==> src/sv/xte_pkg.sv <==
// ----------------------------------------------------------------------------
// xte_pkg
// Shared types, constants and the run spelling function of the XML text
// escape encoder.
// ----------------------------------------------------------------------------
package xte_pkg;

    localparam int QDEPTH = 4;
    localparam int QAW    = $clog2(QDEPTH);

    localparam logic [7:0] CH_LT   = 8'h3C;
    localparam logic [7:0] CH_GT   = 8'h3E;
    localparam logic [7:0] CH_AMP  = 8'h26;
    localparam logic [7:0] CH_APOS = 8'h27;
    localparam logic [7:0] CH_QUOT = 8'h22;
    localparam logic [7:0] CH_HASH = 8'h23;
    localparam logic [7:0] CH_SEMI = 8'h3B;
    localparam logic [7:0] CH_ZERO = 8'h30;

    typedef enum logic [2:0] {
        K_PASS = 3'd0,
        K_LT   = 3'd1,
        K_GT   = 3'd2,
        K_AMP  = 3'd3,
        K_APOS = 3'd4,
        K_QUOT = 3'd5,
        K_NUM  = 3'd6
    } t_kind;

    typedef struct packed {
        t_kind       kind;
        logic [7:0]  code;
        logic [3:0]  hun;
        logic [3:0]  ten;
        logic [3:0]  one;
        logic [1:0]  ndig;
    } t_desc;

    typedef struct packed {
        logic [7:0] ch;
        logic       last;
    } t_run_char;

    function automatic logic [7:0] digit_char(logic [3:0] d);
        return CH_ZERO | {4'h0, d};
    endfunction

    function automatic t_run_char run_char(t_desc d, logic [2:0] pos);
        logic [47:0] s;
        logic [2:0]  len;
        t_run_char   r;
        s   = '0;
        len = 3'd1;
        case (d.kind)
            K_LT: begin
                s   = {"&lt;", 16'h0};
                len = 3'd4;
            end
            K_GT: begin
                s   = {"&gt;", 16'h0};
                len = 3'd4;
            end
            K_AMP: begin
                s   = {"&amp;", 8'h0};
                len = 3'd5;
            end
            K_APOS: begin
                s   = "&apos;";
                len = 3'd6;
            end
            K_QUOT: begin
                s   = "&quot;";
                len = 3'd6;
            end
            K_NUM: begin
                case (d.ndig)
                    2'd3: s = {CH_AMP, CH_HASH, digit_char(d.hun), digit_char(d.ten),
                               digit_char(d.one), CH_SEMI};
                    2'd2: s = {CH_AMP, CH_HASH, digit_char(d.ten), digit_char(d.one),
                               CH_SEMI, 8'h0};
                    default: s = {CH_AMP, CH_HASH, digit_char(d.one), CH_SEMI, 16'h0};
                endcase
                len = {1'b0, d.ndig} + 3'd3;
            end
            default: begin
                s   = {d.code, 40'h0};
                len = 3'd1;
            end
        endcase
        r.ch   = s[47 - 8 * pos -: 8];
        r.last = (pos == len - 3'd1);
        return r;
    endfunction

endpackage

==> src/sv/xml_text_escape_encoder.sv <==
// ----------------------------------------------------------------------------
// xml_text_escape_encoder
// Escapes a byte stream for XML text: reserved characters become entity
// names, bytes 0-8, 14-31 and 127-255 become decimal references.
// ----------------------------------------------------------------------------
// Channel  Direction  Handshake                 Payload
// in       sink       i_in_valid / o_in_stall   i_in_byte
// out      source     o_out_valid / i_out_stall o_out_byte, o_run_last
//
// Each input byte yields a run of one to six output beats, one beat a cycle
// while i_out_stall is low, so a pass-through byte yields one beat and an
// escaped byte four to six. The run sequencer in the back end sets the rate; a
// four-entry queue lets the input keep accepting while a run is being sent.
// Reset empties the queue and the output register.
// ----------------------------------------------------------------------------
module xml_text_escape_encoder (
    input  logic       i_clk,
    input  logic       i_rst_n,
    input  logic       i_in_valid,
    output logic       o_in_stall,
    input  logic [7:0] i_in_byte,
    output logic       o_out_valid,
    input  logic       i_out_stall,
    output logic [7:0] o_out_byte,
    output logic       o_run_last
);
    import xte_pkg::*;

    t_desc push_desc;
    t_desc head;
    logic  push;
    logic  pop;
    logic  empty;
    logic  full;

    xte_front u_front (
        .i_in_valid (i_in_valid),
        .i_in_byte  (i_in_byte),
        .i_full     (full),
        .o_in_stall (o_in_stall),
        .o_push     (push),
        .o_desc     (push_desc)
    );

    xte_queue u_queue (
        .i_clk   (i_clk),
        .i_rst_n (i_rst_n),
        .i_push  (push),
        .i_desc  (push_desc),
        .i_pop   (pop),
        .o_head  (head),
        .o_empty (empty),
        .o_full  (full)
    );

    xte_back u_back (
        .i_clk       (i_clk),
        .i_rst_n     (i_rst_n),
        .i_head      (head),
        .i_empty     (empty),
        .o_pop       (pop),
        .i_out_stall (i_out_stall),
        .o_out_valid (o_out_valid),
        .o_out_byte  (o_out_byte),
        .o_run_last  (o_run_last)
    );

endmodule

==> src/sv/xte_front.sv <==
// ----------------------------------------------------------------------------
// xte_front
// Accepts input beats, classifies each byte and splits it into decimal digits.
// ----------------------------------------------------------------------------
module xte_front (
    input  logic          i_in_valid,
    input  logic [7:0]    i_in_byte,
    input  logic          i_full,
    output logic          o_in_stall,
    output logic          o_push,
    output xte_pkg::t_desc o_desc
);
    import xte_pkg::*;

    logic [6:0]  rem;
    logic [14:0] prod;
    logic [3:0]  ten;

    always_comb begin
        o_desc.code = i_in_byte;
        case (i_in_byte) inside
            CH_LT:   o_desc.kind = K_LT;
            CH_GT:   o_desc.kind = K_GT;
            CH_AMP:  o_desc.kind = K_AMP;
            CH_APOS: o_desc.kind = K_APOS;
            CH_QUOT: o_desc.kind = K_QUOT;
            [8'd0:8'd8], [8'd14:8'd31], [8'd127:8'd255]: o_desc.kind = K_NUM;
            default: o_desc.kind = K_PASS;
        endcase

        if (i_in_byte >= 8'd200) begin
            o_desc.hun = 4'd2;
            rem        = 7'(i_in_byte - 8'd200);
        end else if (i_in_byte >= 8'd100) begin
            o_desc.hun = 4'd1;
            rem        = 7'(i_in_byte - 8'd100);
        end else begin
            o_desc.hun = 4'd0;
            rem        = i_in_byte[6:0];
        end
        prod        = 15'(rem) * 15'd205;
        ten         = prod[14:11];
        o_desc.ten  = ten;
        o_desc.one  = 4'(rem - 7'(ten) * 7'd10);
        o_desc.ndig = (i_in_byte >= 8'd100) ? 2'd3 : (i_in_byte >= 8'd10) ? 2'd2 : 2'd1;
    end

    assign o_in_stall = i_full;
    assign o_push     = i_in_valid && !i_full;

endmodule

==> src/sv/xte_queue.sv <==
// ----------------------------------------------------------------------------
// xte_queue
// Short first-in first-out queue of classified bytes between front and back.
// ----------------------------------------------------------------------------
module xte_queue (
    input  logic           i_clk,
    input  logic           i_rst_n,
    input  logic           i_push,
    input  xte_pkg::t_desc i_desc,
    input  logic           i_pop,
    output xte_pkg::t_desc o_head,
    output logic           o_empty,
    output logic           o_full
);
    import xte_pkg::*;

    t_desc          r_mem [QDEPTH];
    logic [QAW-1:0] r_wr;
    logic [QAW-1:0] r_rd;
    logic [QAW:0]   r_cnt;
    logic           do_pop;

    assign o_empty = (r_cnt == '0);
    assign o_full  = (r_cnt == (QAW+1)'(QDEPTH));
    assign o_head  = r_mem[r_rd];
    assign do_pop  = i_pop && !o_empty;

    always_ff @(posedge i_clk) begin
        if (i_push) begin
            r_mem[r_wr] <= i_desc;
        end
    end

    always_ff @(posedge i_clk) begin
        if (!i_rst_n) begin
            r_wr  <= '0;
            r_rd  <= '0;
            r_cnt <= '0;
        end else begin
            if (i_push) begin
                r_wr <= r_wr + 1'b1;
            end
            if (do_pop) begin
                r_rd <= r_rd + 1'b1;
            end
            r_cnt <= r_cnt + (QAW+1)'(i_push) - (QAW+1)'(do_pop);
        end
    end

endmodule

==> src/sv/xte_back.sv <==
// ----------------------------------------------------------------------------
// xte_back
// Walks the run of each queued byte and drives the output register.
// ----------------------------------------------------------------------------
module xte_back (
    input  logic           i_clk,
    input  logic           i_rst_n,
    input  xte_pkg::t_desc i_head,
    input  logic           i_empty,
    output logic           o_pop,
    input  logic           i_out_stall,
    output logic           o_out_valid,
    output logic [7:0]     o_out_byte,
    output logic           o_run_last
);
    import xte_pkg::*;

    logic       r_valid;
    logic [7:0] r_byte;
    logic       r_last;
    logic [2:0] r_pos;
    logic [2:0] n_pos;
    logic       load;
    t_run_char  rc;

    assign load = !r_valid || !i_out_stall;
    assign rc   = run_char(i_head, r_pos);
    assign o_pop = load && !i_empty && rc.last;

    always_comb begin
        n_pos = r_pos;
        if (load && !i_empty) begin
            n_pos = rc.last ? 3'd0 : r_pos + 3'd1;
        end
    end

    always_ff @(posedge i_clk) begin
        if (!i_rst_n) begin
            r_valid <= 1'b0;
            r_pos   <= 3'd0;
        end else begin
            r_pos <= n_pos;
            if (load) begin
                r_valid <= !i_empty;
            end
        end
    end

    always_ff @(posedge i_clk) begin
        if (load) begin
            r_byte <= rc.ch;
            r_last <= rc.last;
        end
    end

    assign o_out_valid = r_valid;
    assign o_out_byte  = r_byte;
    assign o_run_last  = r_last;

endmodule

==> config.mk <==
export PLATFORM = sky130hd
export DESIGN_NAME = xml_text_escape_encoder
export DESIGN_NICKNAME = d
export VERILOG_FILES = /design/src/sv/xte_pkg.sv /design/src/sv/xml_text_escape_encoder.sv /design/src/sv/xte_front.sv /design/src/sv/xte_queue.sv /design/src/sv/xte_back.sv
export SDC_FILE = /design/constraint.sdc
export NUM_CORES = 1
export LEC_CHECK = 0
export ABC_AREA = 1
export BUFFER_PORTS_ARGS = -buffer_cell sky130_fd_sc_hd__buf_2
export CORE_MARGIN = 1
export CORE_UTILIZATION = 32
export DETAILED_ROUTE_END_ITERATION = 16
export SYNTH_ARGS = -nofsm -noshare
export SYNTH_HDL_FRONTEND = slang
export SYNTH_HIERARCHICAL = 1
export SYNTH_SLANG_ARGS = --single-unit
==> constraint.sdc <==
create_clock -name i_clk -period 7 [get_ports i_clk]
set_clock_uncertainty 0.1 [all_clocks]
set_input_delay 0.35 -clock i_clk [delete_from_list [all_inputs] [get_ports i_clk]]
set_output_delay 0.35 -clock i_clk [all_outputs]
set_load 0.01 [all_outputs]
==> metrics.yaml, run 1 <==
status: "finished, violations left"
violations: "design-rule violations"
clkTransAtPathRegs_ps: 50
synth-main-ff-cell: "edfxtp_1"
ff2ff_setup_slack_ps: 2430
wl_per_cell_um: 14.0
first_pass_iters: 11
worst-path-buf-inv: 9
fmaxAchievable_mhz: 177
holdCritPathClass: "in -> reg"
p_sw_uw: 1200
pwr_density_cell_mw_per_mm2: 396
cts_max_level: 4
worstSetupEndpointType: "flop"
rr_endpoint: "u_queue/r_cnt[2]"
gp_congestion: 0.879
synth.top_cell.area_share_pct: 44.9
ctsHoldBuffers: 0
grt-ovfl-total: 0
maxSlewViolCount: 0
p_comb_share_pct: 39.9
setup_tns_ps: 0
cp_max_fo: 11
fin_cells: 1099
power_leakage_uw: 0.00358
required_ps: 7130
dp.cells: 1067
stdcell_area_mm2: 0.00818
worst_slew_pin_slew_ps: 730
critPathLaunchType: "input port"
yosysMostFrequentCell: "nand2_1"
die_h_um: 153
postSynthAreaPerCell_um2: 9.21
p_int_uw: 2030
cts_sinks: 122
wirelength_um: 15300
crit_top_cell: "nand2_1"
post-cts-setup-buffer-count: 0
die_w_um: 153
yosysSeqAreaShare_pct: 48.5
pwr-share-clk_pct: 27.2
rr_worst_depth: 21
p_sw_share_pct: 37.2
dp_hpwl_um: 10300
synthesis.area_mm2: 0.00728
ys_warn_count: 6
grt_pass1_vias: 4968
maxCapViolations: 0
clock-root-buffer: "clkbuf_16"
whs_ps: 123
slowest_delay_ps: 420
utilization_pct: 37.0
cp.depth: 36
die_area_mm2: 0.0234
area_delta_synth_final_pct: 12.4
dr_total_vias: 5331
drive_above_1_share_pct: 11.5
start_util_pct: 33.0
power_frac_seq_pct: 32.9
multi_input_area_mm2: 0.00315
antenna_found_initial: 0
slew_headroom_pct: 50.8
fin_crit_ps: 5650
crit_path_start: "i_in_byte[3]"
drt_iter0_drc: 383
core_area_mm2: 0.0221
register_area_mm2: 0.00353
cts_tree: "done"
ios: 23
worst_ep_arrival_time_ps: 5780
setup_viol: 0
critical-path-top-delay-family: "adder cells"
cts_resized: 0
async_reset_ff_share_pct: 0
netlist.top_cell.by_area: "edfxtp_1"
hold_violations: 0
crit_end: "u_queue/r_mem[0][5]"
vdd_drop_max_mv: 0.215
finalCritPeriodShare_pct: 80.8
drc: 1
ys_types: 45
cts_buffer_depth: 2
crit_slowest_cell: "fa_1"
drt-vias-per-instance: 4.85
postRouteAntennaNets: 0
insertion_delay_ps: 410
io_buffers: 22
nets: 882
n_fill_cell: 2194
place_area_mm2: 0.00758
rsz0062_at_grt: "false"
diodes: 0
critical_path_class: "in -> reg"
synthCells: 791
synth.top_cells.by_area: "edfxtp_1 45%, ha_1 9.3%, nand2_1 7.4%, nor2_1 5.0%, inv_1 4.8%"
min_path_cells: 1
rows: 54
grt_usage_pct: 13.8
grt_max_degree: 51
grt_pass1_wl_um: 25200
cts_buffers: 17
synthTopCellsByCount: "143 x nand2_1, 109 x edfxtp_1, 97 x nor2_1"
synth_edf_count: 109
synth-seq-cells: 122
-- cells in the final DEF, fill, tap and decap left out, drive strengths merged, types with 2 or more instances in the layout --
master | netlist | routed
clkinvlp | 0 | 2
a21oi | 23 | 23
o211ai | 2 | 2
clkinv | 0 | 4
clkbuf | 2 | 22
fa | 10 | 10
buf | 32 | 29
conb | 1 | 2
ha | 54 | 54
o21ai | 74 | 74
inv | 101 | 102
nand2 | 156 | 156
nand3 | 49 | 49
a221oi | 2 | 2
o22ai | 29 | 29
nand4 | 3 | 3
xor2 | 8 | 8
and3 | 2 | 2
dfxtp | 13 | 13
edfxtp | 109 | 109
nor3 | 6 | 6
bufinv | 0 | 3
nor2 | 103 | 103
-- flip-flops by register name, summed over array words and instances (netlist names), named ones only --
| register | count |
|---|---|
| u_back/o_out_byte | 8 |
| u_back/r_pos | 3 |
| u_back/o_run_last | 1 |
| u_queue/r_cnt | 3 |
| u_queue/r_rd | 2 |
| u_queue/r_mem | 100 |
| u_back/o_out_valid | 1 |
| u_queue/r_wr | 2 |
-- worst min-delay path by stage --
stage / start / end / slack (ps)
global route: i_in_byte[7] / u_queue/r_mem[3][21] / 130
finish: i_in_byte[7] / u_queue/r_mem[3][21] / 120
floorplan: i_rst_n / u_queue/r_cnt[0] / 350
CTS: i_in_byte[7] / u_queue/r_mem[3][21] / 110
detailed placement: u_queue/r_rd[0] / u_queue/r_rd[0] / 370
global placement: u_queue/r_rd[0] / u_queue/r_rd[0] / 360
-- through the flow --
step,power [µW],setup slack (ps)
final,3240,1350
after global routing,3490,878
after CTS,3260,1390
after detailed placement,2370,962
after global placement,2360,1140
after floorplan,2060,1670
-- worst reg2reg max path, stage by stage, from the launching register on --
cell,delay [ps]
dfxtp_1,610
buf_4,470
nor2_1,100
o22ai_1,510
inv_2,290
o21ai_2,250
nand2_1,80
ha_1,210
xnor2_1,210
nand4_1,130
nand2_1,130
nand3_2,90
inv_1,110
inv_1,50
nor2_1,110
ha_1,230
inv_1,50
ha_1,130
inv_1,50
fa_1,370
a21oi_1,120
nor2_1,60
-- routing by layer --
layer / wire length (µm) / up-vias / track usage, %
li1: - / 2689 / -
met1: 7390 / 2495 / 18.5
met2: 7080 / 140 / 22.1
met3: 733 / 7 / 2.81
met4: 126 / 0 / 4.71
met5: 0 / - / 0
-- kinds of logic (layout without fill, tap and decap cells) --
family | count (synthesis) | after routing | synth area share [%]
AND/OR/NAND/NOR | 323 | 323 | 19.4
buffers and inverters | 135 | 162 | 8.26
adder cells (fa/ha/maj) | 64 | 64 | 12.0
AO/OA/AOI/OAI | 136 | 136 | 10.6
multiplexers | 1 | 1 | 0.137
XOR/XNOR | 9 | 9 | 1.08
other | 1 | 2 | 0.0515
flip-flops | 122 | 122 | 48.5
-- power by group through the flow --
stage / logic, µW / clock network, µW / registers, µW
after detailed placement: 1290 / 0 / 1080
final: 1290 / 881 / 1060
after global routing: 1480 / 934 / 1080
after CTS: 1300 / 898 / 1070
after floorplan: 987 / 0 / 1080
after global placement: 1280 / 0 / 1080
-- area by class of cell --
cell class / count / share of cell area [%]
well taps: 280 / 4.28
flip-flops and latches: 122 / 43.2
repair buffers: 29 / 1.99
inverters: 101 / 4.66
multi-input cells: 535 / 38.5
clock buffers: 22 / 5.67
clock inverters: 10 / 1.73
No activity file was read; power rests on OpenSTA's default activity.
==> run 2: changes to the inputs <==
==> constraint.sdc (replaced) <==
create_clock -name i_clk -period 4.6 [get_ports i_clk]
set_clock_uncertainty 0.1 [all_clocks]
set_input_delay 0.23 -clock i_clk [delete_from_list [all_inputs] [get_ports i_clk]]
set_output_delay 0.23 -clock i_clk [all_outputs]
set_load 0.01 [all_outputs]
==> metrics.yaml, run 2 (same netlist as run 1, synthesis figures left out) <==
layout_commonest_cell: "nand2_1"
rr_endpoint: "u_queue/r_cnt[2]"
fmaxAchievable_mhz: 206
status: "finished, violations left"
die_h_um: 153
cts_buffers: 17
grt_pass1_wl_um: 27100
critical_path_class: "in -> reg"
clkTransAtPathRegs_ps: 50
wl_per_cell_um: 13.9
drt-vias-per-instance: 4.77
crit_end: "u_queue/r_mem[0][5]"
violations: "negative setup slack"
required_ps: 4660
crit_path_start: "i_in_byte[4]"
area_delta_synth_final_pct: 27.9
clock-root-buffer: "clkbuf_16"
drive_above_1_share_pct: 27.2
critPathLaunchType: "input port"
setup_ws_ps: -255
maxSlewViolCount: 0
grt_max_degree: 29
antenna_found_initial: 0
cts_max_level: 4
grt-ovfl-total: 0
grt_pass1_vias: 5442
die_area_mm2: 0.0234
rr_worst_depth: 22
hold_violations: 0
whs_ps: 61.4
drc: 0
core_area_mm2: 0.0221
dp_hpwl_um: 11500
largest_reg_flops: 100
finalCritPeriodShare_pct: 106
diodes: 0
ios: 23
vdd_drop_max_mv: 0.503
worst_slew_pin_slew_ps: 1190
die_w_um: 153
pwr_density_cell_mw_per_mm2: 622
power_uw: 5790
grt_usage_pct: 14.7
postRouteAntennaNets: 0
fin_crit_ps: 4860
rsz0062_at_grt: "true"
wirelength_um: 16600
stdcell_area_mm2: 0.00931
io_buffers: 22
cp_max_fo: 6
dr_total_vias: 5687
dp.cells: 1132
gp_congestion: 0.890
first_pass_iters: 7
rows: 54
setup_viol: 4
regMostFlops: "u_queue/r_mem"
place_area_mm2: 0.00825
ff2ff_setup_slack_ps: 420
worst_ep_arrival_time_ps: 4920
most-common-layout-cells: "131 x nand2_1, 109 x edfxtp_1, 99 x buf_4, 93 x nor2_1, 82 x inv_1"
maxCapViolations: 0
start_util_pct: 33.0
fin_cells: 1193
crit_slowest_cell: "fa_2"
cts_tree: "done"
cts_buffer_depth: 2
insertion_delay_ps: 410
power_leakage_uw: 0.00408
nets: 976
worstSetupEndpointType: "flop"
drt_iter0_drc: 336
slowest_delay_ps: 530
cts_sinks: 122
holdCritPathClass: "in -> reg"
slew_headroom_pct: 20.5
run 2: changes by cell type in the layout (fill, tap and decap cells not counted), moves of 9 or more:
cell / change
buf_4: +92
inv_1: -12
nand2_1: -12
ha_1: -15
inv_2: +10
ha_4: +14
nand2_2: +9
run 2: per-stage QoR:
stage / TNS [ps] / utilization, % / worst slack [ps]
2_1_floorplan: -1240 / - / -309
3_3_place_gp: -5360 / 37.3 / -715
3_5_place_dp: -6080 / 37.3 / -767
4_1_cts: -625 / 41.4 / -159
5_1_grt: -2640 / 42.1 / -535
6_report: -1000 / 42.1 / -255
run 2: repair_timing:
action	CTS	global route
endpoints found under the hold margin	1	0
setup buffers	22	6
setup endpoints to repair	4	8
hold buffers	1	0
pin swaps	21	37
resized for setup	22	30
run 2: how the worst min path moves through the flow:
| stage | startpoint | to | slack, ps | cells past startpoint |
|---|---|---|---|---|
| 4_1_cts | i_in_byte[4] | u_queue/r_mem[0][18] | 40 | 2 |
| 2_1_floorplan | i_rst_n | u_queue/r_cnt[0] | 230 | 2 |
| 5_1_grt | i_in_byte[4] | u_queue/r_mem[0][18] | 60 | 2 |
| 6_report | i_in_byte[4] | u_queue/r_mem[0][18] | 60 | 2 |
| 3_5_place_dp | u_queue/r_rd[0] | u_queue/r_rd[0] | 370 | 2 |
| 3_3_place_gp | u_queue/r_rd[0] | u_queue/r_rd[0] | 360 | 2 |
run 2: worst max-delay path, delay by kind of cell:
kind                     cells  cell delay [ps]
AO/OA/AOI/OAI                1              190
XOR/XNOR                     1              250
adder cells (fa/ha/maj)      8             2460
buffers and inverters       10              650
AND/OR/NAND/NOR             15             1140
run 2: report_power, final:
group	internal (µW)	switching (µW)
logic	1180	1600
registers	1550	73.5
clock network	909	477
total	3640	2150
run 2: metal layers:
| metal | vias to the layer above | share of wire, % | track usage (%) |
|---|---|---|---|
| met1 | 2661 | 46 | 18.6 |
| met5 | - | 0 | 0 |
| li1 | 2880 | - | - |
| met2 | 125 | 48 | 24.9 |
| met4 | 0 | 1.3 | 5.10 |
| met3 | 21 | 4.1 | 2.92 |
run 2: layout make-up:
| type | instances | area [µm²] |
|---|---|---|
| flip-flops and latches | 122 | 3530 |
| multi-input cells | 535 | 3510 |
| repair buffers | 123 | 900 |
| inverters | 101 | 393 |
| well taps | 280 | 350 |
| fillers | 2085 | 12800 |
| clock inverters | 14 | 194 |
| clock buffers | 18 | 429 |
==> run 3: changes to the inputs <==
--- a/config.mk
+++ b/config.mk
@@ -10,6 +10,7 @@
 export CORE_MARGIN = 1
 export CORE_UTILIZATION = 32
 export DETAILED_ROUTE_END_ITERATION = 16
+export PLACE_DENSITY = 0.56
 export SYNTH_ARGS = -nofsm -noshare
 export SYNTH_HDL_FRONTEND = slang
 export SYNTH_HIERARCHICAL = 1
==> metrics.yaml, run 3 (same netlist as run 1, synthesis figures left out) <==
status: "finished, violations left"
violations: "negative setup slack"
p_int_uw: 3570
dp.cells: 1141
worst_slew_pin_slew_ps: 645
slew_headroom_pct: 56.5
cts_tree: "done"
p_sw_uw: 2040
place_area_mm2: 0.00833
p_sw_share_pct: 36.3
grt_usage_pct: 14.5
power_leakage_uw: 0.00402
drive_above_1_share_pct: 26.4
setup_viol: 4
core_area_mm2: 0.0221
fmaxAchievable_mhz: 206
nets: 967
most-common-layout-cells: "130 x nand2_1, 109 x edfxtp_1, 93 x nor2_1, 90 x buf_4, 81 x inv_1"
diodes: 0
cts_sinks: 122
cts_max_level: 4
die_area_mm2: 0.0234
slowest_delay_ps: 480
critPathLaunchType: "input port"
postRouteAntennaNets: 0
holdCritStartpoint: "i_rst_n"
layout_commonest_cell: "nand2_1"
start_util_pct: 33.0
grt_pass1_vias: 5424
dp_hpwl_um: 11600
grt_max_degree: 27
critical_path_class: "in -> reg"
grt-ovfl-total: 0
fin_cells: 1184
pwr_density_cell_mw_per_mm2: 607
die_w_um: 153
insertion_delay_ps: 410
maxCapViolations: 0
die_h_um: 153
ios: 23
finalCritPeriodShare_pct: 105
holdCritPathClass: "in -> reg"
pre_cts_ws_ps: -744
first_pass_iters: 5
cp_max_fo: 6
grt_pass1_wl_um: 27000
clock-root-buffer: "clkbuf_16"
required_ps: 4660
pwr-share-clk_pct: 25.2
ctsHoldBuffers: 0
drt_iter0_drc: 328
wirelength_um: 16400
rows: 54
area_delta_synth_final_pct: 26.9
wl_per_cell_um: 13.8
setup_ws_ps: -246
crit_top_cell: "nand2_2"
worstSetupEndpointType: "flop"
rsz0062_at_grt: "true"
cts_buffers: 17
fin_crit_ps: 4850
io_buffers: 22
gp_congestion: 0.891
vdd_drop_max_mv: 0.553
power_frac_seq_pct: 28.9
setup_tns_ps: -979
drt-vias-per-instance: 4.70
maxSlewViolCount: 0
crit_path_start: "i_in_byte[4]"
hold_violations: 0
p_comb_share_pct: 45.9
power_uw: 5610
worst_ep_arrival_time_ps: 4900
dr_total_vias: 5568
regMostFlops: "u_queue/r_mem"
cts_buffer_depth: 2
antenna_found_initial: 0
stdcell_area_mm2: 0.00924
clkTransAtPathRegs_ps: 60
largest_reg_flops: 100
crit_slowest_cell: "fa_1"
drc: 0
## run 3: final timing paths
check / cells after the start / to / slack (ps)
setup / recovery: 38 / u_queue/r_mem[1][5] / -250
hold / removal: 3 / u_queue/r_cnt[1] / 20
setup reg to reg: 22 / u_queue/r_cnt[2] / 550
hold reg to reg: 2 / u_queue/r_rd[0] / 390
## run 3: through the flow
stage,hold WS (ps),utilization [%]
6_report,20.0,41.8
5_1_grt,6.34,41.8
3_5_place_dp,379,37.7
4_1_cts,2.32,41.1
2_1_floorplan,228,-
3_3_place_gp,371,37.7
## run 3: area by class of cell
type                            instances  area [µm²]
Fill cell                            2101       12900
Clock inverter                         14         201
Inverter                              101         395
Tap cell                              280         350
Sequential cell                       122        3530
Multi-Input combinational cell        535        3500
Clock buffer                           18         429
Timing Repair Buffer                  114         833
## run 3: layer usage
layer / track usage (%) / routed length, µm
met1: 19.0 / 7940
met3: 2.75 / 443
met5: 0 / 0
met4: 4.62 / 191
met2: 24.2 / 7830
## run 3: repair_timing
item | 4_1_cts | 5_1_grt
setup buffers | 3 | 8
hold endpoints to repair | 0 | 0
gates resized for setup | 19 | 32
cloned | 0 | 0
setup endpoints to repair | 8 | 8
pin swaps | 20 | 38
## run 3: critical path: cells and delay by family
family	cells	cell delay [ps]
xor gates and xnor gates	1	240
adders and majority gates	8	2260
and+or+nand+nor	16	1090
buffers and inverters	11	710
AOI/OAI and AO/OA	2	380
## run 3: power groups by stage
stage          combinational, µW  clock, µW  sequential (µW)
2_1_floorplan               1660          0             1640
3_3_place_gp                2360          0             1640
3_5_place_dp                2370          0             1640
4_1_cts                     2440       1440             1620
5_1_grt                     2920       1480             1630
6_report                    2570       1410             1620
